<file path="config.mk">
export PLATFORM = sky130hd
export DESIGN_NAME = dns_name_label_encoder
export DESIGN_NICKNAME = d
export VERILOG_FILES = /design/src/rtl/dnle_pkg.sv /design/src/rtl/dnle_ram.sv /design/src/rtl/dnle_front.sv /design/src/rtl/dnle_cmdq.sv /design/src/rtl/dnle_back.sv /design/src/rtl/dns_name_label_encoder.sv
export SDC_FILE = /design/constraint.sdc
export NUM_CORES = 1
export LEC_CHECK = 0
export BUFFER_PORTS_ARGS = -buffer_cell sky130_fd_sc_hd__buf_2
export CAP_MARGIN = 20
export CORE_MARGIN = 3
export CORE_UTILIZATION = 42
export DETAILED_ROUTE_END_ITERATION = 10
export MAX_ROUTING_LAYER = met4
export SLEW_MARGIN = 20
export SYNTH_ARGS = -nofsm -noshare
export SYNTH_HDL_FRONTEND = slang
export SYNTH_SLANG_ARGS = --single-unit
</file>
<file path="constraint.sdc">
create_clock -name i_clk -period 10.1 [get_ports i_clk]
set_input_delay 2.02 -clock i_clk [delete_from_list [all_inputs] [get_ports i_clk]]
set_output_delay 2.02 -clock i_clk [all_outputs]
set_load 0.005 [all_outputs]
</file>
<file path="src/rtl/dnle_pkg.sv">
// dnle_pkg: shared types and constants of the DNS name label encoder.
// No dependencies.
`default_nettype none
package dnle_pkg;

    localparam logic [7:0] DOT_CHAR = 8'h2E;
    localparam int unsigned ENC_W    = 8;
    localparam int unsigned OQ_DEPTH = 4;

    localparam logic [1:0] ERR_NONE       = 2'd0;
    localparam logic [1:0] ERR_EMPTY      = 2'd1;
    localparam logic [1:0] ERR_LONG_LABEL = 2'd2;
    localparam logic [1:0] ERR_LONG_NAME  = 2'd3;

    localparam logic [1:0] CMD_LABEL = 2'd0;
    localparam logic [1:0] CMD_TERM  = 2'd1;
    localparam logic [1:0] CMD_ERR   = 2'd2;

    typedef struct packed {
        logic [1:0] kind;
        logic [7:0] len;
        logic       bank;
        logic       last;
        logic [1:0] err;
    } t_cmd;

    typedef struct packed {
        logic empty;
        logic full;
    } t_q_status;

    typedef struct packed {
        logic valid;
        logic bank;
    } t_release;

    typedef struct packed {
        logic [7:0] out_byte;
        logic       end_of_name;
        logic [1:0] err_code;
    } t_res;

endpackage
`default_nettype wire

</file>
<file path="src/rtl/dnle_ram.sv">
// dnle_ram: generic single write port RAM with registered read.
// No dependencies.
`default_nettype none
module dnle_ram #(
    parameter int unsigned WIDTH = 8,
    parameter int unsigned DEPTH = 128
) (
    input  wire                      i_clk,
    input  wire                      i_we,
    input  wire [$clog2(DEPTH)-1:0]  i_waddr,
    input  wire [WIDTH-1:0]          i_wdata,
    input  wire                      i_re,
    input  wire [$clog2(DEPTH)-1:0]  i_raddr,
    output logic [WIDTH-1:0]         o_rdata
);
    logic [WIDTH-1:0] r_mem [DEPTH];

    always_ff @(posedge i_clk) begin
        if (i_we) begin
            r_mem[i_waddr] <= i_wdata;
        end
        if (i_re) begin
            o_rdata <= r_mem[i_raddr];
        end
    end
endmodule
`default_nettype wire

</file>
<file path="src/rtl/dnle_front.sv">
// dnle_front: accepts characters, tracks label and name state, buffers
// label bytes and issues commands. Depends on dnle_pkg.
`default_nettype none
module dnle_front import dnle_pkg::*; #(
    parameter int unsigned MAX_LABEL   = 62,
    parameter int unsigned MAX_ENCODED = 128,
    localparam int unsigned LCW = $clog2(MAX_LABEL + 1)
) (
    input  wire             i_clk,
    input  wire             i_rst_n,
    input  wire             i_push,
    input  wire [7:0]       i_ch,
    input  wire             i_final_char,
    output logic            o_full,
    input  t_q_status       i_q_status,
    output logic            o_cmd_push,
    output t_cmd            o_cmd,
    input  t_release        i_release,
    output logic            o_we,
    output logic [LCW:0]    o_waddr,
    output logic [7:0]      o_wdata
);
    logic [LCW-1:0]   r_cnt, n_cnt;
    logic [ENC_W-1:0] r_enc, n_enc;
    logic [1:0]       r_err, n_err;
    logic             r_start, n_start;
    logic             r_bank, n_bank;
    logic [1:0]       r_busy, n_busy;

    logic             accept, is_dot, store, want_close, too_long, close_ok;
    logic [1:0]       err_new, err_eff;
    logic [LCW-1:0]   cnt_after;

    assign o_full  = i_q_status.full | r_busy[r_bank];
    assign accept  = i_push & ~o_full;
    assign is_dot  = (i_ch == DOT_CHAR);

    always_comb begin
        err_new   = ERR_NONE;
        store     = 1'b0;
        cnt_after = r_cnt;
        if (is_dot) begin
            if (r_cnt == '0 && !(i_final_char && r_start)) begin
                err_new = ERR_EMPTY;
            end
        end else if (r_cnt >= LCW'(MAX_LABEL)) begin
            err_new = ERR_LONG_LABEL;
        end else begin
            store     = 1'b1;
            cnt_after = r_cnt + LCW'(1);
        end
        want_close = (err_new == ERR_NONE) &&
                     ((is_dot && r_cnt != '0) || (i_final_char && cnt_after != '0));
        too_long   = ({1'b0, r_enc} + 9'(cnt_after) + 9'd2) > 9'(MAX_ENCODED);
        close_ok   = want_close && !too_long && (r_err == ERR_NONE);
        if (r_err != ERR_NONE) begin
            err_eff = r_err;
            store   = 1'b0;
        end else if (want_close && too_long) begin
            err_eff = ERR_LONG_NAME;
        end else begin
            err_eff = err_new;
        end
    end

    always_comb begin
        o_cmd      = '{kind: CMD_TERM, len: 8'(cnt_after), bank: r_bank,
                       last: i_final_char, err: err_eff};
        o_cmd_push = 1'b0;
        if (accept) begin
            if (i_final_char) begin
                o_cmd_push = 1'b1;
                if (err_eff != ERR_NONE) begin
                    o_cmd.kind = CMD_ERR;
                end else if (close_ok) begin
                    o_cmd.kind = CMD_LABEL;
                end
            end else if (close_ok) begin
                o_cmd_push = 1'b1;
                o_cmd.kind = CMD_LABEL;
            end
        end
    end

    assign o_we    = accept & store;
    assign o_waddr = {r_bank, r_cnt};
    assign o_wdata = i_ch;

    always_comb begin
        n_cnt   = r_cnt;
        n_enc   = r_enc;
        n_err   = r_err;
        n_start = r_start;
        n_bank  = r_bank;
        n_busy  = r_busy;
        if (i_release.valid) begin
            n_busy[i_release.bank] = 1'b0;
        end
        if (accept) begin
            if (close_ok) begin
                n_busy[r_bank] = 1'b1;
                n_bank         = ~r_bank;
            end
            if (i_final_char) begin
                n_cnt   = '0;
                n_enc   = '0;
                n_err   = ERR_NONE;
                n_start = 1'b1;
            end else begin
                n_err   = err_eff;
                n_start = 1'b0;
                n_cnt   = close_ok ? '0 : cnt_after;
                if (close_ok) begin
                    n_enc = r_enc + ENC_W'(cnt_after) + ENC_W'(1);
                end
            end
        end
    end

    always_ff @(posedge i_clk) begin
        if (!i_rst_n) begin
            r_cnt   <= '0;
            r_enc   <= '0;
            r_err   <= ERR_NONE;
            r_start <= 1'b1;
            r_bank  <= 1'b0;
            r_busy  <= '0;
        end else begin
            r_cnt   <= n_cnt;
            r_enc   <= n_enc;
            r_err   <= n_err;
            r_start <= n_start;
            r_bank  <= n_bank;
            r_busy  <= n_busy;
        end
    end
endmodule
`default_nettype wire

</file>
<file path="src/rtl/dnle_cmdq.sv">
// dnle_cmdq: two entry command queue between front and back.
// Depends on dnle_pkg.
`default_nettype none
module dnle_cmdq import dnle_pkg::*; (
    input  wire        i_clk,
    input  wire        i_rst_n,
    input  wire        i_push,
    input  t_cmd       i_cmd,
    input  wire        i_pop,
    output t_cmd       o_cmd,
    output t_q_status  o_status
);
    t_cmd       r_mem [2];
    logic       r_wp, r_rp;
    logic [1:0] r_cnt, n_cnt;

    assign o_cmd          = r_mem[r_rp];
    assign o_status.empty = (r_cnt == 2'd0);
    assign o_status.full  = (r_cnt == 2'd2);

    always_comb begin
        n_cnt = r_cnt;
        if (i_push && !i_pop) begin
            n_cnt = r_cnt + 2'd1;
        end else if (!i_push && i_pop) begin
            n_cnt = r_cnt - 2'd1;
        end
    end

    always_ff @(posedge i_clk) begin
        if (i_push) begin
            r_mem[r_wp] <= i_cmd;
        end
        if (!i_rst_n) begin
            r_wp  <= 1'b0;
            r_rp  <= 1'b0;
            r_cnt <= 2'd0;
        end else begin
            r_cnt <= n_cnt;
            if (i_push) begin
                r_wp <= ~r_wp;
            end
            if (i_pop) begin
                r_rp <= ~r_rp;
            end
        end
    end
endmodule
`default_nettype wire

</file>
<file path="src/rtl/dnle_back.sv">
// dnle_back: runs commands, replays label bytes from the label RAM and
// queues results for the consumer. Depends on dnle_pkg.
`default_nettype none
module dnle_back import dnle_pkg::*; #(
    parameter int unsigned MAX_LABEL = 62,
    localparam int unsigned LCW = $clog2(MAX_LABEL + 1)
) (
    input  wire             i_clk,
    input  wire             i_rst_n,
    input  t_q_status       i_q_status,
    input  t_cmd            i_cmd,
    output logic            o_cmd_pop,
    output t_release        o_release,
    output logic            o_re,
    output logic [LCW:0]    o_raddr,
    input  wire [7:0]       i_rdata,
    input  wire             i_pop,
    output logic            o_empty,
    output logic [7:0]      o_out_byte,
    output logic            o_end_of_name,
    output logic [1:0]      o_err_code
);
    localparam logic [2:0] ST_IDLE = 3'd0;
    localparam logic [2:0] ST_LEN  = 3'd1;
    localparam logic [2:0] ST_DATA = 3'd2;
    localparam logic [2:0] ST_TERM = 3'd3;
    localparam logic [2:0] ST_ERR  = 3'd4;
    localparam int unsigned OPW = $clog2(OQ_DEPTH);

    logic [2:0]     r_state, n_state;
    t_cmd           r_cmd;
    logic [LCW-1:0] r_idx;
    logic           r_rd_pend;

    t_res           r_oq [OQ_DEPTH];
    logic [OPW-1:0] r_owp, r_orp;
    logic [OPW:0]   r_ocnt;

    logic  can_direct, can_read, direct, last_rd, oq_wr, oq_rd;
    t_res  direct_res, wr_res;

    assign can_direct = !r_rd_pend && (r_ocnt < (OPW+1)'(OQ_DEPTH));
    assign can_read   = ((r_ocnt + (OPW+1)'(r_rd_pend)) < (OPW+1)'(OQ_DEPTH));
    assign last_rd    = (8'(r_idx) + 8'd1) == r_cmd.len;
    assign o_cmd_pop  = (r_state == ST_IDLE) && !i_q_status.empty;
    assign o_re       = (r_state == ST_DATA) && can_read;
    assign o_raddr    = {r_cmd.bank, r_idx};
    assign o_release  = '{valid: o_re && last_rd, bank: r_cmd.bank};

    always_comb begin
        n_state    = r_state;
        direct     = 1'b0;
        direct_res = '{out_byte: 8'd0, end_of_name: 1'b1, err_code: ERR_NONE};
        case (r_state)
            ST_IDLE: begin
                if (o_cmd_pop) begin
                    case (i_cmd.kind)
                        CMD_LABEL: n_state = ST_LEN;
                        CMD_TERM:  n_state = ST_TERM;
                        default:   n_state = ST_ERR;
                    endcase
                end
            end
            ST_LEN: begin
                direct_res = '{out_byte: r_cmd.len, end_of_name: 1'b0,
                               err_code: ERR_NONE};
                if (can_direct) begin
                    direct  = 1'b1;
                    n_state = ST_DATA;
                end
            end
            ST_DATA: begin
                if (o_re && last_rd) begin
                    n_state = r_cmd.last ? ST_TERM : ST_IDLE;
                end
            end
            ST_TERM: begin
                if (can_direct) begin
                    direct  = 1'b1;
                    n_state = ST_IDLE;
                end
            end
            ST_ERR: begin
                direct_res.err_code = r_cmd.err;
                if (can_direct) begin
                    direct  = 1'b1;
                    n_state = ST_IDLE;
                end
            end
            default: n_state = ST_IDLE;
        endcase
    end

    assign oq_wr  = r_rd_pend | direct;
    assign wr_res = r_rd_pend ?
                    t_res'{out_byte: i_rdata, end_of_name: 1'b0, err_code: ERR_NONE} :
                    direct_res;
    assign oq_rd  = i_pop & ~o_empty;

    assign o_empty       = (r_ocnt == '0);
    assign o_out_byte    = r_oq[r_orp].out_byte;
    assign o_end_of_name = r_oq[r_orp].end_of_name;
    assign o_err_code    = r_oq[r_orp].err_code;

    always_ff @(posedge i_clk) begin
        if (o_cmd_pop) begin
            r_cmd <= i_cmd;
        end
        if (r_state == ST_LEN) begin
            r_idx <= '0;
        end else if (o_re) begin
            r_idx <= r_idx + LCW'(1);
        end
        if (oq_wr) begin
            r_oq[r_owp] <= wr_res;
        end
        if (!i_rst_n) begin
            r_state   <= ST_IDLE;
            r_rd_pend <= 1'b0;
            r_owp     <= '0;
            r_orp     <= '0;
            r_ocnt    <= '0;
        end else begin
            r_state   <= n_state;
            r_rd_pend <= o_re;
            if (oq_wr) begin
                r_owp <= r_owp + OPW'(1);
            end
            if (oq_rd) begin
                r_orp <= r_orp + OPW'(1);
            end
            r_ocnt <= r_ocnt + (OPW+1)'(oq_wr) - (OPW+1)'(oq_rd);
        end
    end
endmodule
`default_nettype wire

</file>
<file path="src/rtl/dns_name_label_encoder.sv">
// dns_name_label_encoder: the front takes one character a cycle unless the command
// queue is full or both label banks are still being replayed. The back fetches a
// command, emits the length byte, replays the label bytes from the label RAM and,
// after the last label of a name, emits the terminator. A length byte reaches the
// outputs once its command has passed the command queue and the back's length state.
// Synchronous active-low reset empties both queues; RAM is not cleared.
`default_nettype none
module dns_name_label_encoder import dnle_pkg::*; #(
    parameter int unsigned MAX_LABEL   = 62,
    parameter int unsigned MAX_ENCODED = 128
) (
    input  wire         i_clk,
    input  wire         i_rst_n,
    input  wire         i_push,
    output logic        o_full,
    input  wire [7:0]   i_ch,
    input  wire         i_final_char,
    input  wire         i_pop,
    output logic        o_empty,
    output logic [7:0]  o_out_byte,
    output logic        o_end_of_name,
    output logic [1:0]  o_err_code
);
    localparam int unsigned LCW = $clog2(MAX_LABEL + 1);

    t_q_status        q_status;
    t_cmd             cmd_in, cmd_out;
    logic             cmd_push, cmd_pop;
    t_release         release_bank;
    logic             we, re;
    logic [LCW:0]     waddr, raddr;
    logic [7:0]       wdata, rdata;

    dnle_front #(.MAX_LABEL(MAX_LABEL), .MAX_ENCODED(MAX_ENCODED)) u_front (
        .i_clk(i_clk), .i_rst_n(i_rst_n),
        .i_push(i_push), .i_ch(i_ch), .i_final_char(i_final_char), .o_full(o_full),
        .i_q_status(q_status), .o_cmd_push(cmd_push), .o_cmd(cmd_in),
        .i_release(release_bank),
        .o_we(we), .o_waddr(waddr), .o_wdata(wdata)
    );

    dnle_cmdq u_cmdq (
        .i_clk(i_clk), .i_rst_n(i_rst_n),
        .i_push(cmd_push), .i_cmd(cmd_in),
        .i_pop(cmd_pop), .o_cmd(cmd_out), .o_status(q_status)
    );

    dnle_ram #(.WIDTH(8), .DEPTH(2 ** (LCW + 1))) u_ram (
        .i_clk(i_clk),
        .i_we(we), .i_waddr(waddr), .i_wdata(wdata),
        .i_re(re), .i_raddr(raddr), .o_rdata(rdata)
    );

    dnle_back #(.MAX_LABEL(MAX_LABEL)) u_back (
        .i_clk(i_clk), .i_rst_n(i_rst_n),
        .i_q_status(q_status), .i_cmd(cmd_out), .o_cmd_pop(cmd_pop),
        .o_release(release_bank),
        .o_re(re), .o_raddr(raddr), .i_rdata(rdata),
        .i_pop(i_pop), .o_empty(o_empty), .o_out_byte(o_out_byte),
        .o_end_of_name(o_end_of_name), .o_err_code(o_err_code)
    );

    a_err_is_last: assert property (@(posedge i_clk) disable iff (!i_rst_n)
        (!o_empty && o_err_code != ERR_NONE) |-> (o_end_of_name && o_out_byte == 8'd0))
        else $error("error result without end of name");

    a_no_bank_clash: assert property (@(posedge i_clk) disable iff (!i_rst_n)
        (we && re) |-> (waddr[LCW] != raddr[LCW]))
        else $error("label write into bank being replayed");

    a_cmdq_no_overflow: assert property (@(posedge i_clk) disable iff (!i_rst_n)
        cmd_push |-> !q_status.full)
        else $error("command queue overflow");

    a_cmdq_no_underflow: assert property (@(posedge i_clk) disable iff (!i_rst_n)
        cmd_pop |-> !q_status.empty)
        else $error("command queue underflow");
endmodule
`default_nettype wire
</file>
# After elaboration in Yosys (flattened, before gate mapping)
# Memories as Yosys holds them, arrays and structs flattened. A register that Yosys moved wholly into a read port is not among the register bits.
# Index checks and enable logic that the tools add are counted.
# word_totals
memories,3
ramBits,1092
word_cells,166
output_inout_bits,13
in_bits,13
register_bits,53
# mem_list
name,depth,word_bits,read_ports,rd_clocked_by_memory_dff,wr,line_no,text
u_ram.r_mem,128,8,1,1,1,dnle_ram.sv:16,logic [WIDTH-1:0] r_mem [DEPTH];
u_back.r_oq,4,11,1,1,1,dnle_back.sv:35,t_res r_oq [OQ_DEPTH];
u_cmdq.r_mem,2,12,1,1,1,dnle_cmdq.sv:13,t_cmd r_mem [2];
# classes
muxes,56
eq_ne,12
n_reduce_logical,41
bitwise,13
magnitude_cmp,8
addsub,14
# op_table
cell,count
2-bit 2-to-1 mux,17
6-bit 2-to-1 mux,4
1-bit 2-to-1 mux,23
1-bit logical AND,16
8-bit 2-to-1 mux,2
"6-bit by 1-bit adder with 6-bit output, second input constant",2
3-bit 2-to-1 mux,4
3-bit one-hot mux with 4 select lines,1
6-bit nonzero test,2
11-bit 2-to-1 mux,1
8-bit by 6-bit adder with 9-bit output,1
"9-bit by 2-bit adder with 9-bit output, second input constant",1
"9-bit by 8-bit greater-than comparator with 1-bit output, second input constant",1
9-bit 2-to-1 mux,1
"8-bit by 1-bit adder with 8-bit output, second input constant",1
8-bit by 6-bit adder with 8-bit output,1
"8-bit by 6-bit == test with 1-bit output, second input constant",1
8-bit == test,1
2-bit logical NOT,4
2-bit nonzero test,4
"6-bit by 1-bit adder with 7-bit output, second input constant",1
"2-bit by 1-bit adder with 2-bit output, second input constant",3
3-bit by 1-bit adder with 3-bit output,2
"3-bit by 2-bit == test with 1-bit output, second input constant",2
other kinds (28),48

# Longest topological paths before layout
# depth
word_depth,16
mapped_depth,22
depth_no_buf,21

# Cells and area by module
# A second synthesis with hierarchy kept.
# hier_totals
hier_cells,2202
hier_area_um2,46315.7
# by_module_without_submodules
module,cells_per_inst,n_inst,area_each_um2,seq_area_each_um2
dnle_ram,1635,1,39745.6,30989.7
dnle_back,227,1,3189.3,2062.0
dnle_front,275,1,2155.8,400.4
dnle_cmdq,65,1,1224.9,940.9

# Least setup slack after synthesis
# Ideal clock, no wire load.
# synth_path
kind,input to register
from,input port i_ch[0]
to,"memory u_cmdq.r_mem[0][0] (netlist bit), enable pin"
path_buffers,2
path_stages,16
arrival_time_ps,5858
required_time_ps,9718
setup_slack_ps,3861
setup_ps,382
cell_sequence,or4b_1 > o21ai_1 > nor2_1 > a21oi_1 > ha_1 > clkbuf_1 > xnor2_1 > ha_1 > o21ba_2 > o31a_1 > nor4b_1 > o22ai_1 > a21o_1 > buf_2 > a21oi_1 > nor2b_1
# synth_lines
element,line_no,text
from (decl),dns_name_label_encoder.sv:16,"input wire [7:0] i_ch,"
to (decl),dnle_cmdq.sv:13,

==> out/results.ini <==
[logic_synthesis]
ys_ff_latch = 1154
netlist.top_cell.by_area = edfxtp_1
synth.distinct_cells = 61
syn-cell-area_sq_mm = 0.0456
yosysTopAreaCellShare_pct = 73.1
yosys_warnings = 0
netlist_top_cells_area = edfxtp_1, mux4_2, dfxtp_1
netlist_instances = 2147
syn_area_per_cell_sq_um = 21.2
synth-edff-count = 1110
ys_seq_area_share_pct = 75.0
synthFlopType = edfxtp_1
async_flop_share_pct = 0

[timing]
worst_pin_slew_ns = 1.07
report.final.slew_viol_count = 0
slew-limit-headroom_pct = 28.6
period_needed_ns = 6.84
setup_tns_ns = 0
fin_worst_skew_ns = 0.0213
rsz0062_at_grt = no
min_period_over_period_pct = 67.7
hold_viol_final = 0
finalSetupViolCount = 0
hold_slack_ns = 0.472
timing.fmax_mhz = 146

[setup_path]
arrival_ns = 7.15
crit_family = compound AO/OA/AOI/OAI gates
crit_fanout = 47
crit_buf_inv = 1
crit_type = in -> reg
cp_slowest_cell = nor2b_1
required_ns = 10.41
cp_slowest_stage_delay_ns = 0.87
endpoint_kind = register
critPathLaunchType = primary input
path_cells = buf_4, or4b_1, o21ai_1, nor2_1, a21oi_1, ha_1, xnor2_1, ha_1, o21ba_2, o31a_1, nor4b_1, o22ai_1, a21o_1, a21oi_1, nor2b_1

[finish]
syn2layout_area_growth_pct = 11.9
diodes = 0
drive_gt1_share_pct = 25.7
nNetsFinal = 2278

[clock_tree]
cts_tree = done
numCtsBuffers = 113
clock_sinks = 1154
h-tree-depth = 3
clk_path_buf_depth = 3
ctsHoldBuffers = 0
clk_latency_ns = 0.70
clkTransAtPathRegs_ns = 0.06
post_cts_resized = 0
post_cts_buffers = 0
root_buffer = clkbuf_16

[floorplan]
die-height_um = 335
fp-row-count = 120
fp.dieArea_sq_mm = 0.113
core_sq_mm = 0.107
ios = 26
die_x_um = 335
start_util_pct = 42.5

[global_routing]
globalRouteOverflowTotal = 0
antenna_found_initial = 3
grt_max_degree = 140
grtUsageTotal_pct = 19.3
grt_pass1_vias = 21887
grt_first_pass_wirelength_um = 154000

[worst_hold_path]
hp-class = reg -> reg

[placed_design]
io_buffers = 25
dp_hpwl_um = 63200
place.gp.congestion = 0.803

[power_and_ir_drop]
power.total_uw = 12600
ir_worst_vdd_mv = 0.195
power_leakage_uw = 0.0155
p_per_area_mw_per_mm2 = 248

[routing]
dr_total_vias = 21396
drt-pass1-iter-count = 5
viasPerCell = 5.74
final_antenna_net_count = 0
wire_per_inst_um = 27.9
route.detailed.drc = 0
drt-total-wl_um = 104000
drt_first_iter_violations = 2076

[status]
status = completed

[run]
maxCapViolations = 0

## path summary, 6_finish.rpt
| kind | from | endpoint | slack (ns) | cells after the start |
|---|---|---|---|---|
| setup / recovery | i_ch[7] | u_cmdq.r_mem[0][9] | 3.26 | 15 |
| hold / removal | u_front.r_start | u_front.r_start | 0.47 | 2 |
| setup reg to reg | u_front.r_cnt[0] | u_cmdq.r_mem[0][9] | 4.44 | 18 |
| hold reg to reg | u_front.r_start | u_front.r_start | 0.47 | 2 |
## per-stage QoR
stage / cell area, sq um / std cells / utilization [%] / setup WS [ns]
floorplan: 45700 / 2178 / - / 3.86
global placement: 47400 / 3525 / 44.2 / 2.58
detailed placement: 47500 / 3525 / 44.2 / 2.59
CTS: 51000 / 3728 / 47.5 / 3.33
global route: 51000 / 3728 / 47.5 / 2.97
finish: 51000 / 3728 / 47.5 / 3.26
## cell families (layout without fill, tap and decap cells)
kind of cell / after synthesis / in the layout / synth area share [%]
other cells: 1 / 32 / 0.00822
compound gates: 92 / 92 / 1.28
simple gates: 324 / 324 / 3.18
mux: 376 / 376 / 17.8
fa+ha+maj: 28 / 28 / 0.834
xor+xnor: 29 / 29 / 0.557
flops: 1154 / 1154 / 75.0
buf+inv: 143 / 290 / 1.28
## state kept, by name (all words and copies together), names as in the netlist, 2 cells and up, named ones only
signal / flops
u_ram.r_mem: 1024
u_back.r_oq: 44
u_cmdq.r_mem: 24
u_back.r_cmd: 9
u_front.r_enc: 8
u_ram.o_rdata: 8
u_back.r_idx: 6
u_front.r_cnt: 6
u_back.r_ocnt: 3
u_back.r_state: 3
u_back.r_orp: 2
u_back.r_owp: 2
u_cmdq.r_cnt: 2
u_front.r_busy: 2
u_front.r_err: 2
## per-layer routing
layer / vias to the layer above / part of all wire, % / GRT usage (%)
met2: 726 / 49 / 30.4
met3: 144 / 5.7 / 2.71
met4: 0 / 2.0 / 4.68
met1: 11494 / 43 / 27.1
li1: 9032 / - / -
met5: - / 0 / -
## worst reg2reg max path, cell delays in order, from the launching register on
cell and delay, ns:
dfxtp_1 0.47, inv_1 0.21, ha_1 0.24, o211ai_1 0.27, nor2_1 0.14, nor2_1 0.35, nor2_1 0.08, a21oi_1 0.34
ha_1 0.31, inv_1 0.08, ha_1 0.19, a21boi_1 0.08, o31ai_1 0.49, a21oi_1 0.16, nor3b_1 0.21, o22ai_1 0.17
a21o_1 0.34, a21oi_1 0.29, nor2b_1 0.87
## cells in the final DEF (no fill, tap or decap), types with 10 or more instances in the layout
master     instances
and2_1            10
nand2_1           61
mux2_2            19
mux2i_1           10
ha_1              24
xor2_1            15
nand3_1           15
clkbuf_1          25
xnor2_1           14
nand4_1           10
clkbuf_16        114
inv_1             32
bufinv_16         10
o21ai_0           22
buf_2             17
nor2b_1           10
nor2_1           169
mux4_2           347
clkinv_1          25
edfxtp_1        1110
a21oi_1           23
buf_4             34
dfxtp_1           40
conb_1            32
clkinv_2          20
## where the power goes
group          internal (uW)  leakage, uW  switching (uW)  total, uW
Clock                   2330      0.00176            1770       4100
Combinational           1420      0.00340            1490       2910
Sequential              5420       0.0104             206       5630
Total                   9170       0.0155            3460      12600
## area by class of cell
type | instances | area, sq um
fill | 8600 | 56300
multi-input combinational | 881 | 11000
clock buffer | 139 | 2950
timing repair buffer | 53 | 380
tap | 1403 | 1760
inverter | 34 | 128
sequential | 1154 | 34200
clock inverter | 64 | 637
## cell usage after synthesis, types with 7 or more instances
master and number:
a21oi_1 23, xnor2_1 14, edfxtp_1 1110, nand2_1 67, nand3_1 17, nor2_1 169, mux4_2 347, and2_1 10
xor2_1 15, mux2i_1 10, buf_2 24, nor2b_1 14, o21ai_0 22, clkbuf_1 65, inv_1 32, nand4_1 10
ha_1 24, buf_1 18, mux2_2 19, dfxtp_1 44, nor4_1 7
No activity file was read; power rests on OpenSTA's default activity.
